<file path="src/rtl/aap_pkg.sv">
// Shared types, constants and helpers for the adaptive average pooling core.
// Used by every module of the block; depends on nothing.
package aap_pkg;

  localparam int unsigned MaxWidth   = 1024;
  localparam int unsigned MaxHeight  = 1024;
  localparam int unsigned SampleBits = 16;
  localparam int unsigned SizeBits   = 11;
  localparam int unsigned PosBits    = 10;
  localparam int unsigned HSumBits   = 26;
  localparam int unsigned AccBits    = 36;
  localparam int unsigned ProdBits   = 21;
  localparam int unsigned AreaBits   = 21;
  localparam int unsigned NumBits    = 38;
  localparam int unsigned DenBits    = 22;
  localparam int unsigned QuoBits    = 17;
  localparam int unsigned CntBits    = 6;
  localparam int unsigned FifoDepth  = 4;
  localparam int unsigned FifoPtrBits = 2;
  localparam int unsigned CfgIdxBits = 8;

  typedef enum logic [CfgIdxBits-1:0] {
    RegInHeight  = 8'd0,
    RegInWidth   = 8'd1,
    RegOutHeight = 8'd2,
    RegOutWidth  = 8'd3
  } cfg_reg_e;

  // clamped plane geometry
  typedef struct packed {
    logic [SizeBits-1:0] h;
    logic [SizeBits-1:0] w;
    logic [SizeBits-1:0] oh;
    logic [SizeBits-1:0] ow;
  } size_t;

  // one closed column window of one input row
  typedef struct packed {
    logic signed [HSumBits-1:0] h;
    logic [PosBits-1:0]         c;
    logic [PosBits-1:0]         r;
    logic                       sel;
    logic                       first;
    logic                       nxt_en;
    logic                       nxt_first;
    logic                       emit;
    logic                       done;
    logic [SizeBits-1:0]        hgt;
    logic [SizeBits-1:0]        wid;
  } col_event_t;

  function automatic logic [SizeBits-1:0] clamp_size(input logic [SizeBits-1:0] v,
                                                     input logic [SizeBits-1:0] hi);
    logic [SizeBits-1:0] res;
    if (v == '0) begin
      res = SizeBits'(1);
    end else if (v > hi) begin
      res = hi;
    end else begin
      res = v;
    end
    return res;
  endfunction

endpackage

</file>
<file path="src/rtl/aap_fifo.sv">
// Short request queue between the front sequencer and the accumulation back end.
// Uses col_event_t from aap_pkg.
module aap_fifo import aap_pkg::*; (
  input  logic       clk_i,
  input  logic       rst_ni,
  input  logic       push_i,
  input  col_event_t data_i,
  input  logic       pop_i,
  output col_event_t data_o,
  output logic       full_o,
  output logic       empty_o
);

  col_event_t              mem_q [FifoDepth];
  logic [FifoPtrBits-1:0]  wr_ptr_q, wr_ptr_d;
  logic [FifoPtrBits-1:0]  rd_ptr_q, rd_ptr_d;
  logic [FifoPtrBits:0]    count_q, count_d;

  assign full_o  = (count_q == (FifoPtrBits+1)'(FifoDepth));
  assign empty_o = (count_q == '0);
  assign data_o  = mem_q[rd_ptr_q];

  always_comb begin
    wr_ptr_d = push_i ? wr_ptr_q + 1'b1 : wr_ptr_q;
    rd_ptr_d = pop_i  ? rd_ptr_q + 1'b1 : rd_ptr_q;
    count_d  = count_q;
    if (push_i && !pop_i) begin
      count_d = count_q + 1'b1;
    end else if (pop_i && !push_i) begin
      count_d = count_q - 1'b1;
    end
  end

  always_ff @(posedge clk_i or negedge rst_ni) begin
    if (!rst_ni) begin
      wr_ptr_q <= '0;
      rd_ptr_q <= '0;
      count_q  <= '0;
    end else begin
      wr_ptr_q <= wr_ptr_d;
      rd_ptr_q <= rd_ptr_d;
      count_q  <= count_d;
    end
  end

  always_ff @(posedge clk_i) begin
    if (push_i) begin
      mem_q[wr_ptr_q] <= data_i;
    end
  end

endmodule

</file>
<file path="config.mk">
export PLATFORM = sky130hd
export DESIGN_NAME = aap_fifo
export DESIGN_NICKNAME = d
export VERILOG_FILES = /design/src/rtl/aap_pkg.sv /design/src/rtl/aap_fifo.sv
export SDC_FILE = /design/constraint.sdc
export NUM_CORES = 1
export LEC_CHECK = 0
export BUFFER_PORTS_ARGS = -buffer_cell sky130_fd_sc_hd__buf_2
export CAP_MARGIN = 0
export CORE_MARGIN = 10
export CORE_UTILIZATION = 57
export DETAILED_ROUTE_END_ITERATION = 8
export GPL_TIMING_DRIVEN = 0
export HOLD_SLACK_MARGIN = 0.1
export PLACE_DENSITY = 0.82
export SLEW_MARGIN = 20
export SYNTH_ARGS = -nofsm -noshare
export SYNTH_HDL_FRONTEND = slang
export SYNTH_SLANG_ARGS = --single-unit
</file>
<file path="constraint.sdc">
create_clock -name clk_i -period 3.8 [get_ports clk_i]
set_input_delay 0.38 -clock clk_i [delete_from_list [all_inputs] [get_ports clk_i]]
set_output_delay 0.38 -clock clk_i [all_outputs]
set_load 0.01 [all_outputs]
</file>
# After elaboration in Yosys (flattened, before gate mapping)

Memory sizes are Yosys's and may differ from the RTL's.
Cells that the tools add are included.

Flip-flop bits (word level): 7
Bits in latches: 0
RAM bits: 296
Memory bits (read-only): 0
Input port bits: 78
Memories: 1

Memories:

| name  | words | bits a word | rd ports | clocked after memory_dff | write ports | line           | RTL |
|---|---|---|---|---|---|---|---|
| mem_q | 4     | 74          | 1        | 0                        | 1           | aap_fifo.sv:14 | `col_event_t mem_q [FifoDepth];` |

Add/subtract/negate cells: 4
$mul: 0
Div/mod/pow operators: 0
$lt $le $gt $ge: 0
Eq/ne operators: 1
Shift operators: 0
Muxes and demuxes: 4
Bitwise gates (word level): 0
Reductions and logical operators: 6

Operators by type and width:

| operator              | number |
|---|---|
| $mux W3               | 2 |
| $add A2 B1 Y2 const B | 2 |
| $add A3 B1 Y3 const B | 1 |
| $eq A3 B3 Y1 const B  | 1 |
| $logic_not A3 Y1      | 1 |
| $sub A3 B1 Y3 const B | 1 |
| $logic_and A1 B1 Y1   | 2 |
| $logic_not A1 Y1      | 2 |
| $mux W1               | 2 |
| $reduce_bool A2 Y1    | 1 |

# Depth between registers and ports, before layout

Depth in word-level cells: 4
Depth in mapped cells: 7

# Worst setup path after synthesis

Ideal clock, no wire load.

Path type: register to register
From: reg wr_ptr_q[0]
To: mem mem_q[2][0] (netlist name), enable pin
Library setup time: 0.440 ns
Arrival: 2.345 ns
Required time: 3.360 ns
Path slack: 1.015 ns
Stages on the path, launching flop included: 4
Buffers on the path: 0
Cells stage by stage: dfrtp_1 > inv_1 > ha_1 > and2_1

RTL lines:

| item                   | line           | RTL |
|---|---|---|
| start, declared        | aap_fifo.sv:15 | `logic [FifoPtrBits-1:0] wr_ptr_q, wr_ptr_d;` |
| start signal, assigned | aap_fifo.sv:40 | `wr_ptr_q <= wr_ptr_d;` |
| end, declared          | aap_fifo.sv:14 |  |

No word-level cell before the write port.

==> results.json <==
{
  "cts_buffer_depth": 3,
  "final_layout_size_suffix_gt1_share_pct": 40.3,
  "crit_end": "data_o[9]",
  "yosysTopAreaCell": "edfxtp_1",
  "crit_required_ns": 3.42,
  "cp_slowest_cell": "dfrtp_1",
  "cp_num_cells": 4,
  "leakage_nw": 4.83,
  "clock_latency_ns": 0.52,
  "multiInputGateArea_sq_um": 1880,
  "endpoint_kind": "primary output",
  "p_per_area_nw_per_um2": 728,
  "vias": 5281,
  "drc": 0,
  "crit_buf_inv": 3,
  "crit_arrival_ns": 2.04,
  "htree_levels": 1,
  "placed_area_sq_um": 12300,
  "crit_type": "reg -> out",
  "netlist_area_sq_um": 11100,
  "crit_chain": "buf_2, buf_2, mux4_2, buf_2",
  "crit_path_start_kind": "flip-flop",
  "finalSetupViolations": 0,
  "slew_violations": 0,
  "ys_seq_area_share_pct": 81.5,
  "grt_max_degree": 43,
  "synth_area_leaders": "edfxtp_1 (80%), mux4_2 (15%), dfrtp_1 (1.6%), buf_12 (0.90%), ha_1 (0.56%)",
  "finalNonFillerCells": 962,
  "antenna_found_initial": 0,
  "clkSinkCount": 303,
  "wl_per_cell_um": 22.4,
  "maxCapViolations": 0,
  "ios": 154,
  "timing.rr.end": "mem_q[1][30]",
  "firstDrtPassIters": 5,
  "peakVddDrop_mv": 0.467,
  "port-buffer-count": 153,
  "cts_setup_buffers": 0,
  "synth_seq_cells": 303,
  "gp_congestion": 0.710,
  "seq_area_sq_um": 9060,
  "clkTransAtPathRegs_ns": 0.06,
  "start_util_pct": 57.5,
  "grt_pass1_wl_um": 34400,
  "p_total_w": 0.0101,
  "rsz0062_at_grt": "false",
  "vias_per_cell": 5.49,
  "ctsResizeCount": 0,
  "utilization_pct": 71.8,
  "fin_crit_ns": 2.42,
  "coreArea_sq_um": 19300,
  "die_w_um": 160,
  "post-route-period-util_pct": 63.6,
  "die_area_sq_um": 25500,
  "drtAntennaViolNets": 0,
  "r2r_cells": 4,
  "row_count": 51,
  "drt_iter0_drc": 288,
  "track_usage_pct": 17.0,
  "grt_pass1_vias": 5939,
  "place_inst": 843,
  "final_cell_mix": "edfxtp_1 (296), buf_2 (159), dlygate4sd3_1 (76)",
  "finClkSkew_ns": 0.0113,
  "fin_ws_ns": 1.38,
  "tightest_slew_ns": 0.663,
  "synth_top_cell_area_share_pct": 80.0,
  "max_clock_freq_mhz": 414,
  "syn_inst": 421,
  "synth_warnings": 0,
  "rr_startpoint": "wr_ptr_q[1]",
  "root_buffer": "clkbuf_16",
  "cp-startpoint": "rd_ptr_q[1]",
  "yosysUniqueCellTypes": 20,
  "final_common_cell": "edfxtp_1",
  "diodes": 0,
  "final_cell_area_sq_um": 13900,
  "pre_cts_slack_ns": 1.88,
  "cpPeakStageDelay_ns": 0.37,
  "wl_um": 21500,
  "postSynthAreaPerCell_sq_um": 26.4,
  "cpMostUsedCell": "buf_2",
  "cts_buffers": 28,
  "slew_headroom_pct": 55.8,
  "syn-num-nets": 505,
  "fillCellCount": 1121,
  "worstPathMaxFanout": 10,
  "final_nets": 768,
  "hold_violations": 0,
  "hp-class": "in -> reg",
  "area_growth_syn_to_layout_pct": 24.8,
  "grt-ovfl-total": 0,
  "holdBufCountCts": 76,
  "status": "complete, no violations",
  "tritoncts": "yes",
  "dp_hpwl_um": 13100,
  "r2r_setup_slack_ns": 1.90,
  "critPathTopFamily": "buffers and inverters",
  "fp.dieH_um": 160
}
==> through the flow <==
stage               TNS, ns  hold slack, ns
floorplan                 0          0.0844
global placement     -47.10           0.214
detailed placement        0           0.220
CTS                       0           0.135
global route              0           0.169
finish                    0           0.161
==> kinds of logic after synthesis <==
group                    Yosys count  share of synthesized area [%]
adder cells (fa/ha/maj)            6                          0.743
AO/OA/AOI/OAI                      1                         0.0450
XOR/XNOR                           6                          0.473
buffers and inverters             21                           1.68
flip-flops                       303                           81.5
AND/OR/NAND/NOR                    9                          0.439
multiplexers                      75                           15.1
==> flip-flops by register name, summed over array words and instances (netlist names) <==
register  count
wr_ptr_q      2
count_q       3
mem_q       296
rd_ptr_q      2
==> routing by layer <==
metal	GRT usage (%)	up-vias	share of wire, %
met1	21.1	2747	39
met4	3.50	0	1.3
li1	-	2325	-
met5	0	-	0
met3	3.62	25	6.6
met2	30.2	184	53
==> worst reg2reg max path: stages (launching register included) <==
cell and delay (ns):
dfrtp_1 0.40, inv_1 0.11, ha_1 0.17, and2_4 0.54
buf_16 0.30
==> synthesized netlist by cell type <==
master    number
and2_1         4
buf_12         5
ha_1           5
nor3b_1        1
inv_1          4
buf_2          6
xnor2_1        2
fa_1           1
xor2_1         4
nand2_1        2
mux4_2        74
dfrtp_1        7
buf_4          3
edfxtp_1     296
nor3_1         1
clkbuf_1       2
nor2_1         1
buf_6          1
o21ai_0        1
mux2_2         1
==> worst min path at each step <==
stage          startpoint           to  depth (start not counted)
3_5_place_dp       rst_ni   count_q[2]                          1
3_3_place_gp       rst_ni   count_q[1]                          1
4_1_cts            push_i  wr_ptr_q[0]                          2
5_1_grt            push_i  wr_ptr_q[0]                          2
2_1_floorplan      rst_ni   count_q[0]                          0
6_report           push_i  wr_ptr_q[0]                          2
==> where the power goes <==
group          switching, W  total (W)  internal, W
combinational       0.00163    0.00315      0.00152
clock               0.00105    0.00242      0.00137
sequential         0.000165    0.00454      0.00437
total               0.00285     0.0101      0.00726
==> cell type report <==
| cell class | count | area share [%] |
|---|---|---|
| multi-input combinational | 97 | 13.5 |
| sequential | 303 | 65.3 |
| tap | 265 | 2.39 |
| timing repair buffer | 233 | 11.8 |
| clock inverter | 7 | 0.198 |
| buffer | 17 | 1.24 |
| inverter | 4 | 0.108 |
| clock buffer | 36 | 5.42 |
No activity file was read; power rests on OpenSTA's default activity.
