`config.mk`:
```
export PLATFORM = sky130hd
export DESIGN_NAME = aap_front
export DESIGN_NICKNAME = d
export VERILOG_FILES = /design/src/rtl/aap_pkg.sv /design/src/rtl/aap_front.sv
export SDC_FILE = /design/constraint.sdc
export NUM_CORES = 1
export LEC_CHECK = 0
export BUFFER_PORTS_ARGS = -buffer_cell sky130_fd_sc_hd__buf_2
export CORE_UTILIZATION = 60
export CTS_BUF_LIST = sky130_fd_sc_hd__clkbuf_8
export CTS_CLUSTER_DIAMETER = 120
export DETAILED_ROUTE_END_ITERATION = 7
export HOLD_SLACK_MARGIN = 0.03
export PLACE_DENSITY = 0.87
export SYNTH_ARGS = -nofsm -noshare
export SYNTH_HDL_FRONTEND = slang
export SYNTH_SLANG_ARGS = --single-unit
```
`constraint.sdc`:
```
create_clock -name clk_i -period 5.97 [get_ports clk_i]
set_input_delay 0.8955 -clock clk_i [delete_from_list [all_inputs] [get_ports clk_i]]
set_output_delay 0.8955 -clock clk_i [all_outputs]
set_load 0.05 [all_outputs]
```
`src/rtl/aap_pkg.sv`:
```
// Shared types, constants and helpers for the adaptive average pooling core.
// Used by every module of the block; depends on nothing.
package aap_pkg;

  localparam int unsigned MaxWidth   = 1024;
  localparam int unsigned MaxHeight  = 1024;
  localparam int unsigned SampleBits = 16;
  localparam int unsigned SizeBits   = 11;
  localparam int unsigned PosBits    = 10;
  localparam int unsigned HSumBits   = 26;
  localparam int unsigned AccBits    = 36;
  localparam int unsigned ProdBits   = 21;
  localparam int unsigned AreaBits   = 21;
  localparam int unsigned NumBits    = 38;
  localparam int unsigned DenBits    = 22;
  localparam int unsigned QuoBits    = 17;
  localparam int unsigned CntBits    = 6;
  localparam int unsigned FifoDepth  = 4;
  localparam int unsigned FifoPtrBits = 2;
  localparam int unsigned CfgIdxBits = 8;

  typedef enum logic [CfgIdxBits-1:0] {
    RegInHeight  = 8'd0,
    RegInWidth   = 8'd1,
    RegOutHeight = 8'd2,
    RegOutWidth  = 8'd3
  } cfg_reg_e;

  // clamped plane geometry
  typedef struct packed {
    logic [SizeBits-1:0] h;
    logic [SizeBits-1:0] w;
    logic [SizeBits-1:0] oh;
    logic [SizeBits-1:0] ow;
  } size_t;

  // one closed column window of one input row
  typedef struct packed {
    logic signed [HSumBits-1:0] h;
    logic [PosBits-1:0]         c;
    logic [PosBits-1:0]         r;
    logic                       sel;
    logic                       first;
    logic                       nxt_en;
    logic                       nxt_first;
    logic                       emit;
    logic                       done;
    logic [SizeBits-1:0]        hgt;
    logic [SizeBits-1:0]        wid;
  } col_event_t;

  function automatic logic [SizeBits-1:0] clamp_size(input logic [SizeBits-1:0] v,
                                                     input logic [SizeBits-1:0] hi);
    logic [SizeBits-1:0] res;
    if (v == '0) begin
      res = SizeBits'(1);
    end else if (v > hi) begin
      res = hi;
    end else begin
      res = v;
    end
    return res;
  endfunction

endpackage

```
`src/rtl/aap_front.sv`:
```
// Front sequencer: tracks the input position and window bounds, keeps the row
// sums and issues one request per closed column window. Uses aap_pkg.
module aap_front import aap_pkg::*; (
  input  logic                  clk_i,
  input  logic                  rst_ni,
  input  size_t                 size_i,
  input  logic                  restart_i,
  input  logic                  in_valid_i,
  output logic                  in_stall_o,
  input  logic [SampleBits-1:0] sample_i,
  output logic                  push_o,
  output col_event_t            event_o,
  input  logic                  full_i
);

  logic [PosBits-1:0]         i_q, i_d, j_q, j_d, r_q, r_d, c_q, c_d;
  logic [PosBits-1:0]         rs_q, rs_d, cs_q, cs_d;
  logic [ProdBits-1:0]        a_q, a_d, b_q, b_d, ia_q, ia_d, rb_q, rb_d;
  logic signed [HSumBits-1:0] hc_q, hc_d, hn_q, hn_d;
  logic                       sel_q, sel_d, restart_q, restart_d;

  logic                       in_acc;
  logic signed [HSumBits-1:0] sx, hc_new, hn_new;
  logic [ProdBits-1:0]        a_plus, i_plus;
  logic                       col_end, ns_ge, ns_eq, row_end, nr_ge, nr_eq;
  logic                       j_last, i_last, r_last, c_last;

  assign in_stall_o = restart_q || full_i;
  assign in_acc     = in_valid_i && !in_stall_o;

  assign sx     = {{(HSumBits-SampleBits){sample_i[SampleBits-1]}}, sample_i};
  assign a_plus = a_q + ProdBits'(size_i.ow);
  assign i_plus = ia_q + ProdBits'(size_i.oh);

  // column window c ends at j when (c+1)*W <= (j+1)*OW
  assign col_end = (b_q <= a_plus);
  assign ns_ge   = (b_q < a_plus);
  assign ns_eq   = ns_ge && (a_q <= b_q);
  assign row_end = (rb_q <= i_plus);
  assign nr_ge   = (rb_q < i_plus);
  assign nr_eq   = nr_ge && (ia_q <= rb_q);

  assign j_last = (SizeBits'(j_q) + SizeBits'(1) >= size_i.w);
  assign i_last = (SizeBits'(i_q) + SizeBits'(1) >= size_i.h);
  assign r_last = (SizeBits'(r_q) + SizeBits'(1) == size_i.oh);
  assign c_last = (SizeBits'(c_q) + SizeBits'(1) == size_i.ow);

  assign hc_new = (j_q == cs_q) ? sx : hc_q + sx;
  assign hn_new = ns_ge ? (ns_eq ? sx : hn_q + sx) : hn_q;

  assign push_o = in_acc && col_end;

  always_comb begin
    event_o.h         = hc_new;
    event_o.c         = c_q;
    event_o.r         = r_q;
    event_o.sel       = sel_q;
    event_o.first     = (i_q == rs_q);
    event_o.nxt_en    = nr_ge;
    event_o.nxt_first = nr_eq;
    event_o.emit      = row_end;
    event_o.done      = row_end && r_last && c_last;
    event_o.hgt       = SizeBits'(i_q - rs_q) + SizeBits'(1);
    event_o.wid       = SizeBits'(j_q - cs_q) + SizeBits'(1);
  end

  always_comb begin
    i_d = i_q; j_d = j_q; r_d = r_q; c_d = c_q;
    rs_d = rs_q; cs_d = cs_q;
    a_d = a_q; b_d = b_q; ia_d = ia_q; rb_d = rb_q;
    hc_d = hc_q; hn_d = hn_q; sel_d = sel_q;
    restart_d = restart_i;
    if (restart_q) begin
      i_d = '0; j_d = '0; r_d = '0; c_d = '0;
      rs_d = '0; cs_d = '0;
      a_d = '0; ia_d = '0;
      b_d = ProdBits'(size_i.w);
      rb_d = ProdBits'(size_i.h);
      hc_d = '0; hn_d = '0; sel_d = 1'b0;
    end else if (in_acc) begin
      hc_d = hc_new;
      hn_d = hn_new;
      if (col_end) begin
        hc_d = hn_new;
        hn_d = '0;
        c_d  = c_q + 1'b1;
        b_d  = b_q + ProdBits'(size_i.w);
        cs_d = ns_ge ? j_q : j_q + 1'b1;
      end
      if (j_last) begin
        // wrap to the next input row
        j_d = '0; c_d = '0; cs_d = '0;
        a_d = '0;
        b_d = ProdBits'(size_i.w);
        hc_d = '0; hn_d = '0;
        i_d  = i_q + 1'b1;
        ia_d = i_plus;
        if (row_end) begin
          sel_d = ~sel_q;
          r_d   = r_q + 1'b1;
          rb_d  = rb_q + ProdBits'(size_i.h);
          rs_d  = nr_ge ? i_q : i_q + 1'b1;
        end
        if (i_last || (row_end && r_last)) begin
          i_d = '0; r_d = '0; rs_d = '0; ia_d = '0;
          rb_d = ProdBits'(size_i.h);
        end
      end else begin
        j_d = j_q + 1'b1;
        a_d = a_plus;
      end
    end
  end

  always_ff @(posedge clk_i or negedge rst_ni) begin
    if (!rst_ni) begin
      i_q <= '0; j_q <= '0; r_q <= '0; c_q <= '0;
      rs_q <= '0; cs_q <= '0;
      a_q <= '0; b_q <= '0; ia_q <= '0; rb_q <= '0;
      hc_q <= '0; hn_q <= '0;
      sel_q <= 1'b0;
      restart_q <= 1'b1;
    end else begin
      i_q <= i_d; j_q <= j_d; r_q <= r_d; c_q <= c_d;
      rs_q <= rs_d; cs_q <= cs_d;
      a_q <= a_d; b_q <= b_d; ia_q <= ia_d; rb_q <= rb_d;
      hc_q <= hc_d; hn_q <= hn_d;
      sel_q <= sel_d;
      restart_q <= restart_d;
    end
  end

endmodule

```
# After elaboration in Yosys (flattened, before gate mapping)

Cells that the tools add are included.

Latch bits: 0
Bits of input ports: 65
Word-level logic and storage cells: 121
Memory bits (writable): 0
Memories kept: 0
Memory bits (read-only): 0
Flip-flop bits (word level): 198

Multipliers: 0
Equal/unequal tests: 4
Shift-type cells: 0
Divide/modulo/power cells: 0
Bitwise operators: 1
Reductions and logical operators: 18
$lt $le $gt $ge: 8
Add/sub/neg operators: 18
Muxes and demuxes: 58

Operators with widths:

| cell                    | count |
|---|---|
| $mux W21                | 16 |
| $mux W26                | 11 |
| $mux W10                | 27 |
| $add A21 B11 Y21        | 4 |
| $le A21 B21 Y1          | 4 |
| $add A26 B16 Y26        | 2 |
| $add A10 B1 Y11 const B | 4 |
| $lt A21 B21 Y1          | 2 |
| $add A10 B1 Y10 const B | 4 |
| $add A11 B1 Y11 const B | 2 |
| $eq A11 B11 Y1          | 2 |
| $ge A11 B11 Y1          | 2 |
| $sub A10 B10 Y11        | 2 |
| $eq A10 B10 Y1          | 2 |
| $logic_and A1 B1 Y1     | 6 |
| $reduce_and A3 Y1       | 2 |
| $reduce_bool A2 Y1      | 3 |
| $reduce_bool A3 Y1      | 2 |
| $mux W1                 | 4 |
| $reduce_and A2 Y1       | 2 |
| $logic_or A1 B1 Y1      | 2 |
| $logic_not A1 Y1        | 1 |
| $not A1 Y1              | 1 |

# Depth between registers and ports, before layout

Gate-level depths: netlist of the first run.

Depth in word-level cells: 9
Depth in mapped cells: 24
Gate-level depth less buffers: 22

# Least setup slack after synthesis of the first run

Ideal clock, no wire load.

Kind: input-to-output
Start point: input size_i[11] in the netlist's numbering
End point: output event_o[22] in the netlist's numbering
Arrival: 5856 ps
Setup slack: -782 ps
Required time: 5075 ps
Stages on the path: 22
Cells stage by stage: ha_1 inv_1 fa_1 nor2b_1 o21a_1 o21ai_1 a21oi_1 o21ai_1 a21o_1 o31a_1 xor2_1 ha_1 a21o_1 a21o_1 a21oi_1 o21ai_0 a21oi_1 nand2_1 inv_1 o21ai_2 clkbuf_1 nor4_1

RTL lines:

| item               | RTL line        | RTL |
|---|---|---|
| start: declaration | aap_front.sv:6  | `input size_t size_i,` |
| end: declaration   | aap_front.sv:12 | `output col_event_t event_o,` |

==> summary.md, run 1 <==
| Metric | Value |
|---|---|
| Result of the run | `complete, no violations` |
| 1st-iter DRT viols | `1,676` |
| Register area share after synthesis | `0.264` |
| Global-route wire length before repair | `87,400 um` |
| Half-perimeter wire length of the detailed placement result | `40,200 um` |
| Met3 track demand over resource in global routing | `0.0536` |
| Area Growth Syn to Fin | `8.87%` |
| Synth area leader | `sky130_fd_sc_hd__dfrtp_1` |
| Number of sinks on the clock net | `198` |
| Total number of vias | `18,000` |
| Gr busiest metal | `met2` |
| Most used DFF post-synth | `sky130_fd_sc_hd__dfrtp_1` |
| Count of max-cap constraint violations | `0` |
| Total global routing overflow | `0` |
| Total standard cell area after synthesis | `18,800 um2` |
| Yosys cell types | `94` |
| GR Util met1 | `0.426` |
| Maximum level of the CTS H-tree | `4` |
| Layout filler cell count | `2,434` |
| Total number of nets in the final design | `2,649` |
| Starting Density | `0.613` |
| Antenna violations before repair | `1` |
| CP Launch Type | `input port` |
| Met2 track demand over resource | `0.572` |
| Most common cell in the synthesized netlist | `sky130_fd_sc_hd__ha_1` |
| Floorplan row count | `64` |
| Width of the die | `179 um` |
| Type of the most critical hold path | `in2async` |
| Fraction of registers with async set/reset | `1.00` |
| I/O Buffers | `140` |
| I/O pins | `141` |
| Crit Path Max Fanout | `6` |
| Detailed-router iteration count before antenna repair | `6` |
| Synthesized area per cell | `8.43 um2` |
| Layout cells sized above 1 | `0.118` |
| Highest attainable clock frequency | `174 MHz` |
| Total of warnings raised by yosys | `0` |
| Number of max-slew violations in the final report | `0` |
| Worst max-slew margin expressed relative to the limit | `0.350` |
| Total power density per cell area | `528 nW/um2` |
| Register bit count reported by yosys | `198` |
| Worst setup margin | `0.220 ns` |
| Max rail drop VDD | `0.000701 V` |
| Remaining routing DRC violations | `0` |
| Largest net degree at the start of global routing | `109` |
| Die ar. | `32,000 um2` |
| Longest Clk Path Bufs | `2` |
| Core Area | `30,700 um2` |
| Dpl ws | `-0.0781 ns` |
| Root Buffer Master | `sky130_fd_sc_hd__clkbuf_8` |
| Detail-routed via count per cell | `6.57` |
| Detail-routed net length per standard cell | `19.7 um` |
| Critical path data required time | `5.07 ns` |
| Number of buffers added by the clock tree synthesis step | `17` |
| Crit end category | `output pin` |
| Final critical-path share of the clock period | `0.963` |
| Leakage | `10.0 nW` |
| Final Total Pwr | `0.0108 W` |
| Arrival time at the worst endpoint | `4.85 ns` |
| Final setup skew | `0.0292 ns` |
| Total instance count after detailed placement | `2,709` |
| Number of enable-type register cells in the synthesized netlist | `0` |
| Vert. Die Dim | `179 um` |
| Remaining number of nets flagged by the antenna check after routing | `0` |
| Startpoint-to-endpoint class of the critical path | `in2out` |
| Cell types with the highest counts after synthesis | `sky130_fd_sc_hd__ha_1 (242), sky130_fd_sc_hd__dfrtp_1 (197), sky130_fd_sc_hd__nand2_1 (186)` |
| Main area contributors after synthesis | `sky130_fd_sc_hd__dfrtp_1 (26%), sky130_fd_sc_hd__ha_1 (16%), sky130_fd_sc_hd__xnor2_1 (4.3%), sky130_fd_sc_hd__o21ai_0 (3.8%), sky130_fd_sc_hd__nand2_1 (3.7%)` |
| Crit path time final | `5.75 ns` |
| Source-to-sink clock delay at the later pin of the worst-skew pair | `0.52 ns` |
| Number of cells produced by synthesis | `2,230` |
| Hold violation total from the final report | `0` |
| Number of nets in the synthesized netlist | `2,545` |
| DRT Wirelength | `54,100 um` |
| GPL Wtd Cong | `0.959` |
| TritonCTS clock tree | `yes` |
| Number of non-filler instances in the completed layout | `2,744` |
| Fraction of post-synthesis cell area in the top cell type by area | `0.262` |
| Final setup fails | `0` |
| All-Layer GR Usage | `0.343` |
| Transition time of the tightest slew-check pin | `0.974 ns` |
| Clock-pin slew reported for the worst setup and hold paths after clock tree synthesis | `0.11 ns` |
| Vias in the first global route | `17,600` |
## stage by stage
stage                      util  hold slack [ns]  TNS [ns]  cell area, um2
after CTS                 0.664            0.447         0           20400
after floorplan               -            0.454         0           18800
after detailed placement  0.651            0.486   -0.0953           20000
final                     0.667            0.462         0           20500
after global routing      0.667            0.438  -0.00584           20500
after global placement    0.651            0.484         0           20000
## registers in the layout, summed over array words and instances (netlist names)
| name | flops |
|---|---|
| hn_q | 26 |
| b_q | 21 |
| restart_q | 1 |
| sel_q | 1 |
| j_q | 10 |
| c_q | 10 |
| a_q | 21 |
| i_q | 10 |
| cs_q | 10 |
| hc_q | 26 |
| rs_q | 10 |
| r_q | 10 |
| ia_q | 21 |
| rb_q | 21 |
## metal layers
layer | share of wire | up-vias
li1 | - | 8381
met2 | 0.47 | 856
met4 | 0.042 | 0
met1 | 0.41 | 8603
met3 | 0.069 | 192
met5 | 0 | -
## cells by family (layout without fill, tap and decap cells)
family,after synthesis,after routing,synth area share
AO/OA/AOI/OAI,703,703,0.251
flip-flops,198,198,0.264
adder cells (fa/ha/maj),250,250,0.170
other,0,1,0
buffers and inverters,264,381,0.0559
multiplexers,41,41,0.0222
AND/OR/NAND/NOR,609,609,0.160
XOR/XNOR,165,165,0.0769
## critical path, cell delays in order
cell and delay, ns:
sky130_fd_sc_hd__buf_2 0.12, sky130_fd_sc_hd__ha_1 0.30, sky130_fd_sc_hd__a21o_1 0.19, sky130_fd_sc_hd__a21oi_2 0.20
sky130_fd_sc_hd__o21a_1 0.16, sky130_fd_sc_hd__o31ai_1 0.11, sky130_fd_sc_hd__buf_4 0.16, sky130_fd_sc_hd__o41ai_4 0.43
sky130_fd_sc_hd__nor3_2 0.15, sky130_fd_sc_hd__and3_1 0.25, sky130_fd_sc_hd__xnor2_1 0.14, sky130_fd_sc_hd__ha_1 0.32
sky130_fd_sc_hd__a21o_1 0.18, sky130_fd_sc_hd__a21oi_1 0.15, sky130_fd_sc_hd__o21ai_1 0.10, sky130_fd_sc_hd__a21oi_2 0.17
sky130_fd_sc_hd__nand2_1 0.10, sky130_fd_sc_hd__inv_2 0.12, sky130_fd_sc_hd__o21ai_4 0.09, sky130_fd_sc_hd__nor4_4 0.32
sky130_fd_sc_hd__buf_6 0.20
## where the power goes
group	switching, W	leakage [nW]	internal [W]
sequential	0.000325	2.61	0.00164
combinational	0.00532	7.20	0.00261
clock	0.000563	0.188	0.000354
## path summary, 6_finish.rpt
kind / startpoint / end / slack (ns) / cells past startpoint
max reg2reg: ia_q[1]$_DFFE_PN0P_ / i_q[0]$_DFFE_PN0P_ / 0.77 / 22
max in group asynchronous: rst_ni / hc_q[9]$_DFFE_PN0P_ / 4.47 / 2
min reg2reg: hc_q[12]$_DFFE_PN0P_ / hc_q[12]$_DFFE_PN0P_ / 0.52 / 1
min: rst_ni / rs_q[0]$_DFFE_PN0P_ / 0.46 / 1
max: size_i[12] / event_o[22] / 0.22 / 21
min in group clk_i: restart_i / restart_q$_DFF_PN1_ / 0.46 / 1
## cells in the final DEF, fill, tap and decap left out, types with 39 or more instances in the layout
| master | n |
|---|---|
| sky130_fd_sc_hd__xnor2_1 | 93 |
| sky130_fd_sc_hd__xor2_1 | 72 |
| sky130_fd_sc_hd__ha_1 | 242 |
| sky130_fd_sc_hd__buf_2 | 136 |
| sky130_fd_sc_hd__inv_1 | 163 |
| sky130_fd_sc_hd__o21ai_0 | 143 |
| sky130_fd_sc_hd__nand4_1 | 39 |
| sky130_fd_sc_hd__a21o_1 | 67 |
| sky130_fd_sc_hd__a21oi_1 | 127 |
| sky130_fd_sc_hd__a31oi_1 | 40 |
| sky130_fd_sc_hd__nor2_1 | 113 |
| sky130_fd_sc_hd__buf_4 | 43 |
| sky130_fd_sc_hd__dfrtp_1 | 197 |
| sky130_fd_sc_hd__nand2_1 | 186 |
| sky130_fd_sc_hd__nand3_1 | 57 |
| sky130_fd_sc_hd__nor2b_1 | 39 |
## timing repair
action                     4_1_cts  5_1_grt
gates resized for setup          1       23
hold buffers                     0        0
setup buffers                    0        2
cloned                           0        0
pin swaps                        0        3
setup endpoints to repair        1        5
## layout make-up
cell class	instances	area (um2)	share of cell area
Clock buffer	18	248	0.0121
Timing Repair Buffer	185	1090	0.0535
Antenna cell	1	2.50	0.000122
Multi-Input combinational cell	1768	12900	0.631
Clock inverter	14	143	0.00697
Inverter	164	616	0.0301
Tap cell	396	495	0.0242
Sequential cell	198	4960	0.242
Note: power is estimated with default switching activity, not from simulation.
==> inputs of run 2 (changes only) <==
CORE_MARGIN = 5   (was not set)
==> run 2 against run 1 <==
Clock skew shrank 0.0036 ns. Largest power group unchanged. First-iteration DRC count shrank 7.2%. Global-route usage shrank 3.9 points. Power shrank 0.29%. Clock-buffer cell count is the same. Sequential cell count is the same. Hold slack lost 0.032 ns. Sequential share of layout area grew 0.073 points. Largest cell class unchanged.
==> summary.md, run 2 (synthesized netlist as in run 1, its figures left out) <==
| Metric | Value |
|---|---|
| Die ar. | `35,000 um2 (+9.1%)` |
| Vert. Die Dim | `187 um (+4.5%)` |
| Total global routing overflow | `0 (unchanged)` |
| Worst max-slew margin expressed relative to the limit | `0.393 (+0.0437)` |
| Transition time of the tightest slew-check pin | `0.910 ns (-0.0645 ns)` |
| Hold violation total from the final report | `0 (unchanged)` |
| Number of max-slew violations in the final report | `0 (unchanged)` |
| All-Layer GR Usage | `0.304 (-0.0385)` |
| Worst reg-to-reg setup slack | `0.74 ns (-0.03 ns)` |
| Core Area | `30,700 um2 (+0.26%)` |
| Half-perimeter wire length of the detailed placement result | `40,600 um (+1.1%)` |
| Final Total Pwr | `0.0108 W (-0.29%)` |
| Layout cells sized above 1 | `0.115 (-0.00344)` |
| Internal power contribution | `0.00461 W (+0.18%)` |
| Type of the most critical hold path | `in2async` |
| Number of non-filler instances in the completed layout | `2,737 (-0.26%)` |
| Area of the multi-input gates | `12,900 um2 (about the same)` |
| Final setup skew | `0.0255 ns (-0.00364 ns)` |
| Detail-routed via count per cell | `6.61 (+0.56%)` |
| Area Growth Syn to Fin | `8.54%` |
| Commonest cells after routing, fill and taps aside | `sky130_fd_sc_hd__ha_1 (242), sky130_fd_sc_hd__dfrtp_1 (197), sky130_fd_sc_hd__nand2_1 (186), sky130_fd_sc_hd__inv_1 (164), sky130_fd_sc_hd__o21ai_0 (144)` |
| Critical path data required time | `5.07 ns (about the same)` |
| Slowest stage delay, CP | `0.32 ns (-0.11 ns)` |
| Crit path max-delay cell type | `sky130_fd_sc_hd__o31a_1` |
| Largest net degree at the start of global routing | `117 (+7.3%)` |
| Crit path cell chain | `buf_2 -> ha_1 -> inv_1 -> fa_2 -> nor2b_1 -> o21ai_1 -> a21oi_1 -> o21a_1 -> o21ai_2 -> a21oi_1 -> buf_4 -> o31a_1 -> o211ai_1 -> xnor2_1 -> ha_1 -> and3_1 -> nand4_1 -> nor3_1 -> a211oi_2 -> and3_1 -> nor2_1 -> nor3_2 -> buf_6` |
| I/O Buffers | `140 (unchanged)` |
| Antenna violations before repair | `3 (+2)` |
| CP Launch Type | `input port` |
| Floorplan row count | `64 (unchanged)` |
| Startpoint-to-endpoint class of the critical path | `in2out` |
| 1st-iter DRT viols | `1,555 (-7.2%)` |
| Remaining number of nets flagged by the antenna check after routing | `0 (unchanged)` |
| Width of the die | `187 um (+4.5%)` |
| Registers with the most flip-flops | `hc_q x26, hn_q x26` |
| Starting Density | `0.611 (-0.00160)` |
| Sw Ratio | `0.572 (-0.00197)` |
| Number of buffers added by the clock tree synthesis step | `17 (unchanged)` |
| Total power density per cell area | `528 nW/um2 (about the same)` |
| Vias in the first global route | `18,200 (+3.2%)` |
| Detailed-router iteration count before antenna repair | `5 (-1)` |
| Leakage | `9.98 nW (-0.23%)` |
| I/O pins | `141 (unchanged)` |
| Final standard cell area without fillers | `20,400 um2 (-0.30%)` |
| Crit end category | `output pin` |
| GPL Wtd Cong | `0.972 (+1.4%)` |
| Cell area reported after detailed placement | `19,900 um2 (-0.15%)` |
| Total instance count after detailed placement | `2,705 (-0.15%)` |
| Part of the power in the clock network | `0.084 (about the same)` |
| Most common cell after layout, fill and taps aside | `sky130_fd_sc_hd__ha_1` |
| Detail-routed net length per standard cell | `19.9 um (+1.1%)` |
| Total number of nets in the final design | `2,643 (-0.23%)` |
| Result of the run | `complete, no violations` |
| Layout filler cell count | `2,509 (+3.1%)` |
| Fraction of power consumed by combinational cells | `0.733 (about the same)` |
| Count of max-cap constraint violations | `0 (unchanged)` |
| Register share of total power | `0.183 (about the same)` |
| Switching Power | `0.00617 W (-0.63%)` |
| Clock-pin slew reported for the worst setup and hold paths after clock tree synthesis | `0.09 ns (-0.02 ns)` |
| Source-to-sink clock delay at the later pin of the worst-skew pair | `0.52 ns (about the same)` |
| Crit Path Max Fanout | `6 (unchanged)` |
| Total number of vias | `18,100 (+0.30%)` |
| Final setup TNS | `0 ns (unchanged)` |
| Final critical-path share of the clock period | `0.965 (+0.00147)` |
| Arrival time at the worst endpoint | `4.86 ns (about the same)` |
| Maximum level of the CTS H-tree | `4 (unchanged)` |
| Register Area | `4960 um2 (unchanged)` |
| Max rail drop VDD | `0.000718 V (+2.5%)` |
| Smallest hold slack | `0.430 ns (-0.0317 ns)` |
| Number of sinks on the clock net | `198 (unchanged)` |
| Setup repair after global routing missed its margin | `false` |
| Global-route wire length before repair | `89,600 um (+2.5%)` |
| Remaining routing DRC violations | `0 (unchanged)` |
| DRT Wirelength | `54,600 um (+0.79%)` |
| Highest attainable clock frequency | `174 MHz (-0.15%)` |
| Final setup fails | `0 (unchanged)` |
| Crit path time final | `5.76 ns (+0.00875 ns)` |
| Root Buffer Master | `sky130_fd_sc_hd__clkbuf_8` |
| TritonCTS clock tree | `yes` |
| Longest Clk Path Bufs | `2 (unchanged)` |
| Hold bufs inserted after CTS | `0 (unchanged)` |
## run 2: cell types whose count changed in the layout (fill, tap and decap cells not counted), sizes merged
cell | before | now
buf | 184 | 178
clkinv | 3 | 5
inv | 170 | 167
diode | 1 | 2
clkinvlp | 4 | 2
bufinv | 1 | 2
## run 2: final timing paths
check / from / endpoint / cells past startpoint
setup / recovery: size_i[0] / push_o / 23
hold / removal: rst_ni / c_q[3]$_DFFE_PN0P_ / 1
setup reg to reg: ia_q[1]$_DFFE_PN0P_ / i_q[0]$_DFFE_PN0P_ / 21
hold reg to reg: rs_q[1]$_DFFE_PN0P_ / rs_q[1]$_DFFE_PN0P_ / 1
max in group asynchronous: rst_ni / rs_q[0]$_DFFE_PN0P_ / 2
min in group clk_i: restart_i / restart_q$_DFF_PN1_ / 1
## run 2: timing repair
item,4_1_cts,5_1_grt
gates resized for setup,1,21
setup endpoints to repair,1,5
buffers inserted,0,0
pin swaps,0,10
## run 2: metrics by stage
| step | worst slack (ns) | utilization |
|---|---|---|
| floorplan | 0.0707 | - |
| global placement | 0.109 | 0.649 |
| detailed placement | 0.0217 | 0.649 |
| CTS | 0.00458 | 0.661 |
| global route | 0.00442 | 0.663 |
| finish | 0.211 | 0.663 |
## run 2: layout make-up
class / instances / area share
sequential: 198 / 0.243
multi-input combinational: 1768 / 0.632
tap: 396 / 0.0243
clock buffer: 18 / 0.0121
timing repair buffer: 179 / 0.0515
inverter: 164 / 0.0302
clock inverter: 12 / 0.00632
antenna: 2 / 0.000245
## run 2: critical path, delay by kind of cell
kind                     cells  cell delay (ns)
buffers and inverters        4             0.56
XOR/XNOR                     1             0.16
AND/OR/NAND/NOR              7             1.03
adder cells (fa/ha/maj)      3             0.70
AO/OA/AOI/OAI                8             1.51
## run 2: power by group through the flow
stage                     Clock, W  Sequential [W]  Combinational [W]
after floorplan                  0         0.00193            0.00581
after global placement           0         0.00197            0.00748
after detailed placement         0         0.00198            0.00772
after CTS                 0.000909         0.00196            0.00776
after global routing      0.000967         0.00200            0.00854
final                     0.000903         0.00197            0.00790
## run 2: per-layer routing
metal / wire length, um / up-vias / track usage
li1: - / 8376 / -
met1: 22300 / 8558 / 0.381
met2: 25300 / 929 / 0.504
met3: 4370 / 221 / 0.0612
met4: 2580 / 2 / 0.147
met5: 12 / - / 0
==> inputs of run 3 (changes only) <==
CORE_UTILIZATION = 64   (was 60)
PLACE_DENSITY = 0.91   (was 0.87)
==> run 3 against run 2 <==
Worst setup slack got worse by 0.094 ns. Critical path type unchanged. Final area barely moved. Clock skew up 0.0052 ns. Combinational power hardly changed. Utilization up 4.4 points. Cell count fell by 0.29%. Hold slack better by 0.039 ns. Fmax fell by 1.6%.
==> summary.md, run 3 (synthesized netlist as in run 1, its figures left out) <==
| Metric | Value |
|---|---|
| Longest Clk Path Bufs | `2 (unchanged)` |
| Global-route wire length before repair | `89,700 um (about the same)` |
| Transition time of the tightest slew-check pin | `0.933 ns (+0.0234 ns)` |
| Detailed-router iteration count before antenna repair | `7 (+2)` |
| Starting Density | `0.651 (+0.0401)` |
| Dpl ws | `-0.0274 ns (-0.0491 ns)` |
| Clock-pin slew reported for the worst setup and hold paths after clock tree synthesis | `0.10 ns (about the same)` |
| Core Area | `28,900 um2 (-6.2%)` |
| I/O pins | `141 (unchanged)` |
| Arrival time at the worst endpoint | `4.96 ns (+0.10 ns)` |
| Total power density per cell area | `529 nW/um2 (+0.21%)` |
| Crit Path Max Fanout | `6 (unchanged)` |
| Register share of total power | `0.183 (about the same)` |
| All-Layer GR Usage | `0.325 (+0.0207)` |
| Leakage | `10.0 nW (+0.19%)` |
| Most common cell after layout, fill and taps aside | `sky130_fd_sc_hd__ha_1` |
| Number of sinks on the clock net | `198 (unchanged)` |
| Total global routing overflow | `0 (unchanged)` |
| Width of the die | `181 um (-3.0%)` |
| GPL Wtd Cong | `1.01 (+3.5%)` |
| Worst setup margin | `0.118 ns (-0.0936 ns)` |
| Fraction of power consumed by combinational cells | `0.733 (about the same)` |
| I/O Buffers | `140 (unchanged)` |
| Half-perimeter wire length of the detailed placement result | `40,600 um (about the same)` |
| Layout filler cell count | `2,162 (-14%)` |
| Commonest cells after routing, fill and taps aside | `sky130_fd_sc_hd__ha_1 (241), sky130_fd_sc_hd__dfrtp_1 (197), sky130_fd_sc_hd__nand2_1 (186), sky130_fd_sc_hd__inv_1 (164), sky130_fd_sc_hd__o21ai_0 (143)` |
| Largest net degree at the start of global routing | `103 (-12%)` |
| Layout cells sized above 1 | `0.118 (+0.00317)` |
| Part of the power in the clock network | `0.084 (about the same)` |
| Vias in the first global route | `18,300 (+0.56%)` |
| Final setup fails | `0 (unchanged)` |
| Smallest hold slack | `0.469 ns (+0.0388 ns)` |
| Hold violation total from the final report | `0 (unchanged)` |
| Crit path time final | `5.85 ns (+0.0936 ns)` |
| Crit end category | `output pin` |
| Type of the most critical hold path | `in2async` |
| Floorplan row count | `62 (-3.1%)` |
| Total number of vias | `18,400 (+1.8%)` |
| Detail-routed via count per cell | `6.75 (+2.1%)` |
| Worst reg-to-reg setup slack | `0.71 ns (-0.03 ns)` |
| Switching Power | `0.00622 W (+0.81%)` |
| Worst max-slew margin expressed relative to the limit | `0.378 (-0.0156)` |
| 1st-iter DRT viols | `2,032 (+31%)` |
| Final setup skew | `0.0307 ns (+0.00518 ns)` |
| Detail-routed net length per standard cell | `20.1 um (+0.93%)` |
| Total number of nets in the final design | `2,646 (+0.11%)` |
| Highest attainable clock frequency | `171 MHz (-1.6%)` |
| Maximum level of the CTS H-tree | `4 (unchanged)` |
| Startpoint-to-endpoint class of the critical path | `in2out` |
| Source-to-sink clock delay at the later pin of the worst-skew pair | `0.52 ns (about the same)` |
| Remaining number of nets flagged by the antenna check after routing | `0 (unchanged)` |
| Die ar. | `32,900 um2 (-5.9%)` |
| Critical path data required time | `5.07 ns (about the same)` |
| Sw Ratio | `0.576 (+0.00338)` |
| DRT Wirelength | `54,900 um (+0.64%)` |
| Area Growth Syn to Fin | `8.56% (about the same)` |
| Result of the run | `complete, no violations` |
| Number of buffers added by the clock tree synthesis step | `17 (unchanged)` |
| Count of max-cap constraint violations | `0 (unchanged)` |
| Registers with the most flip-flops | `hc_q x26, hn_q x26` |
| Remaining routing DRC violations | `0 (unchanged)` |
| Root Buffer Master | `sky130_fd_sc_hd__clkbuf_8` |
| TritonCTS clock tree | `yes` |
| Vert. Die Dim | `181 um (-3.0%)` |
| Number of max-slew violations in the final report | `0 (unchanged)` |
| Max rail drop VDD | `0.000632 V (-12%)` |
| Antenna violations before repair | `1 (-2)` |
| Internal power contribution | `0.00458 W (-0.57%)` |
| Final critical-path share of the clock period | `0.980 (+0.0157)` |
| CP Launch Type | `input port` |
-- run 3: changes by cell type in the layout (fill, tap and decap cells not counted), sizes merged --
cell    change
buf         +3
bufinv      -1
clkbuf      -1
diode       -1
inv         +4
-- run 3: path summary, 6_finish.rpt --
check / end / startpoint / depth (start not counted)
max: push_o / size_i[0] / 24
min: c_q[2]$_DFFE_PN0P_ / rst_ni / 1
max reg2reg: hc_q[20]$_DFFE_PN0P_ / a_q[0]$_DFFE_PN0P_ / 24
min reg2reg: hc_q[12]$_DFFE_PN0P_ / hc_q[12]$_DFFE_PN0P_ / 1
max in group asynchronous: hc_q[16]$_DFFE_PN0P_ / rst_ni / 2
min in group clk_i: restart_q$_DFF_PN1_ / restart_i / 1
-- run 3: metal layers --
layer | vias up | GRT usage | routed length [um] | part of all wire
met5 | - | 0 | 0 | 0
li1 | 8373 | - | - | -
met3 | 272 | 0.0557 | 4760 | 0.087
met1 | 8711 | 0.404 | 21400 | 0.39
met2 | 1056 | 0.543 | 25700 | 0.47
met4 | 0 | 0.167 | 3020 | 0.055
-- run 3: timing repair --
action,4_1_cts,5_1_grt
endpoints found under the hold margin,0,0
endpoints found under the setup margin,2,5
setup buffers,0,1
pin swaps,0,7
gates resized for setup,2,21
hold buffers,0,0
-- run 3: final cells by class --
cell class | instances | area (um2) | share of cell area
antenna | 1 | 2.50 | 0.000123
clock buffer | 17 | 234 | 0.0115
clock inverter | 15 | 145 | 0.00712
inverter | 164 | 616 | 0.0302
multi-input combinational | 1768 | 12900 | 0.633
sequential | 198 | 4960 | 0.243
tap | 384 | 480 | 0.0236
timing repair buffer | 182 | 1060 | 0.0518
-- run 3: critical path: stages --
cell and delay, ns:
sky130_fd_sc_hd__buf_2 0.11, sky130_fd_sc_hd__ha_1 0.20, sky130_fd_sc_hd__inv_1 0.07, sky130_fd_sc_hd__fa_1 0.19, sky130_fd_sc_hd__nor2b_1 0.07, sky130_fd_sc_hd__o21ai_2 0.19, sky130_fd_sc_hd__a21oi_2 0.10, sky130_fd_sc_hd__o21a_1 0.20
sky130_fd_sc_hd__o21ai_1 0.23, sky130_fd_sc_hd__a21oi_1 0.11, sky130_fd_sc_hd__buf_4 0.16, sky130_fd_sc_hd__o31a_1 0.26, sky130_fd_sc_hd__buf_4 0.15, sky130_fd_sc_hd__o21a_1 0.19, sky130_fd_sc_hd__xnor2_1 0.13, sky130_fd_sc_hd__ha_1 0.30
sky130_fd_sc_hd__nand4_1 0.17, sky130_fd_sc_hd__nor3_1 0.23, sky130_fd_sc_hd__nand4_1 0.18, sky130_fd_sc_hd__nor2b_1 0.22, sky130_fd_sc_hd__nor2_1 0.06, sky130_fd_sc_hd__buf_4 0.16, sky130_fd_sc_hd__nor3_2 0.17, sky130_fd_sc_hd__buf_6 0.18
-- run 3: power by group through the flow --
stage                     Sequential [W]  Clock, W  Combinational, W
after detailed placement         0.00199         0           0.00770
after CTS                        0.00196  0.000903           0.00777
after global routing             0.00201  0.000957           0.00854
after floorplan                  0.00193         0           0.00581
after global placement           0.00197         0           0.00745
final                            0.00198  0.000906           0.00791
-- run 3: per-stage QoR --
stage	power, W	cells	TNS, ns	utilization	cell area, um2
CTS	0.0106	2727	0	0.704	20300
global route	0.0115	2729	-0.0749	0.707	20400
detailed placement	0.00969	2695	-0.0328	0.691	19900
finish	0.0108	2729	0	0.707	20400
floorplan	0.00774	2230	0	-	18800
global placement	0.00942	2695	0	0.691	19900
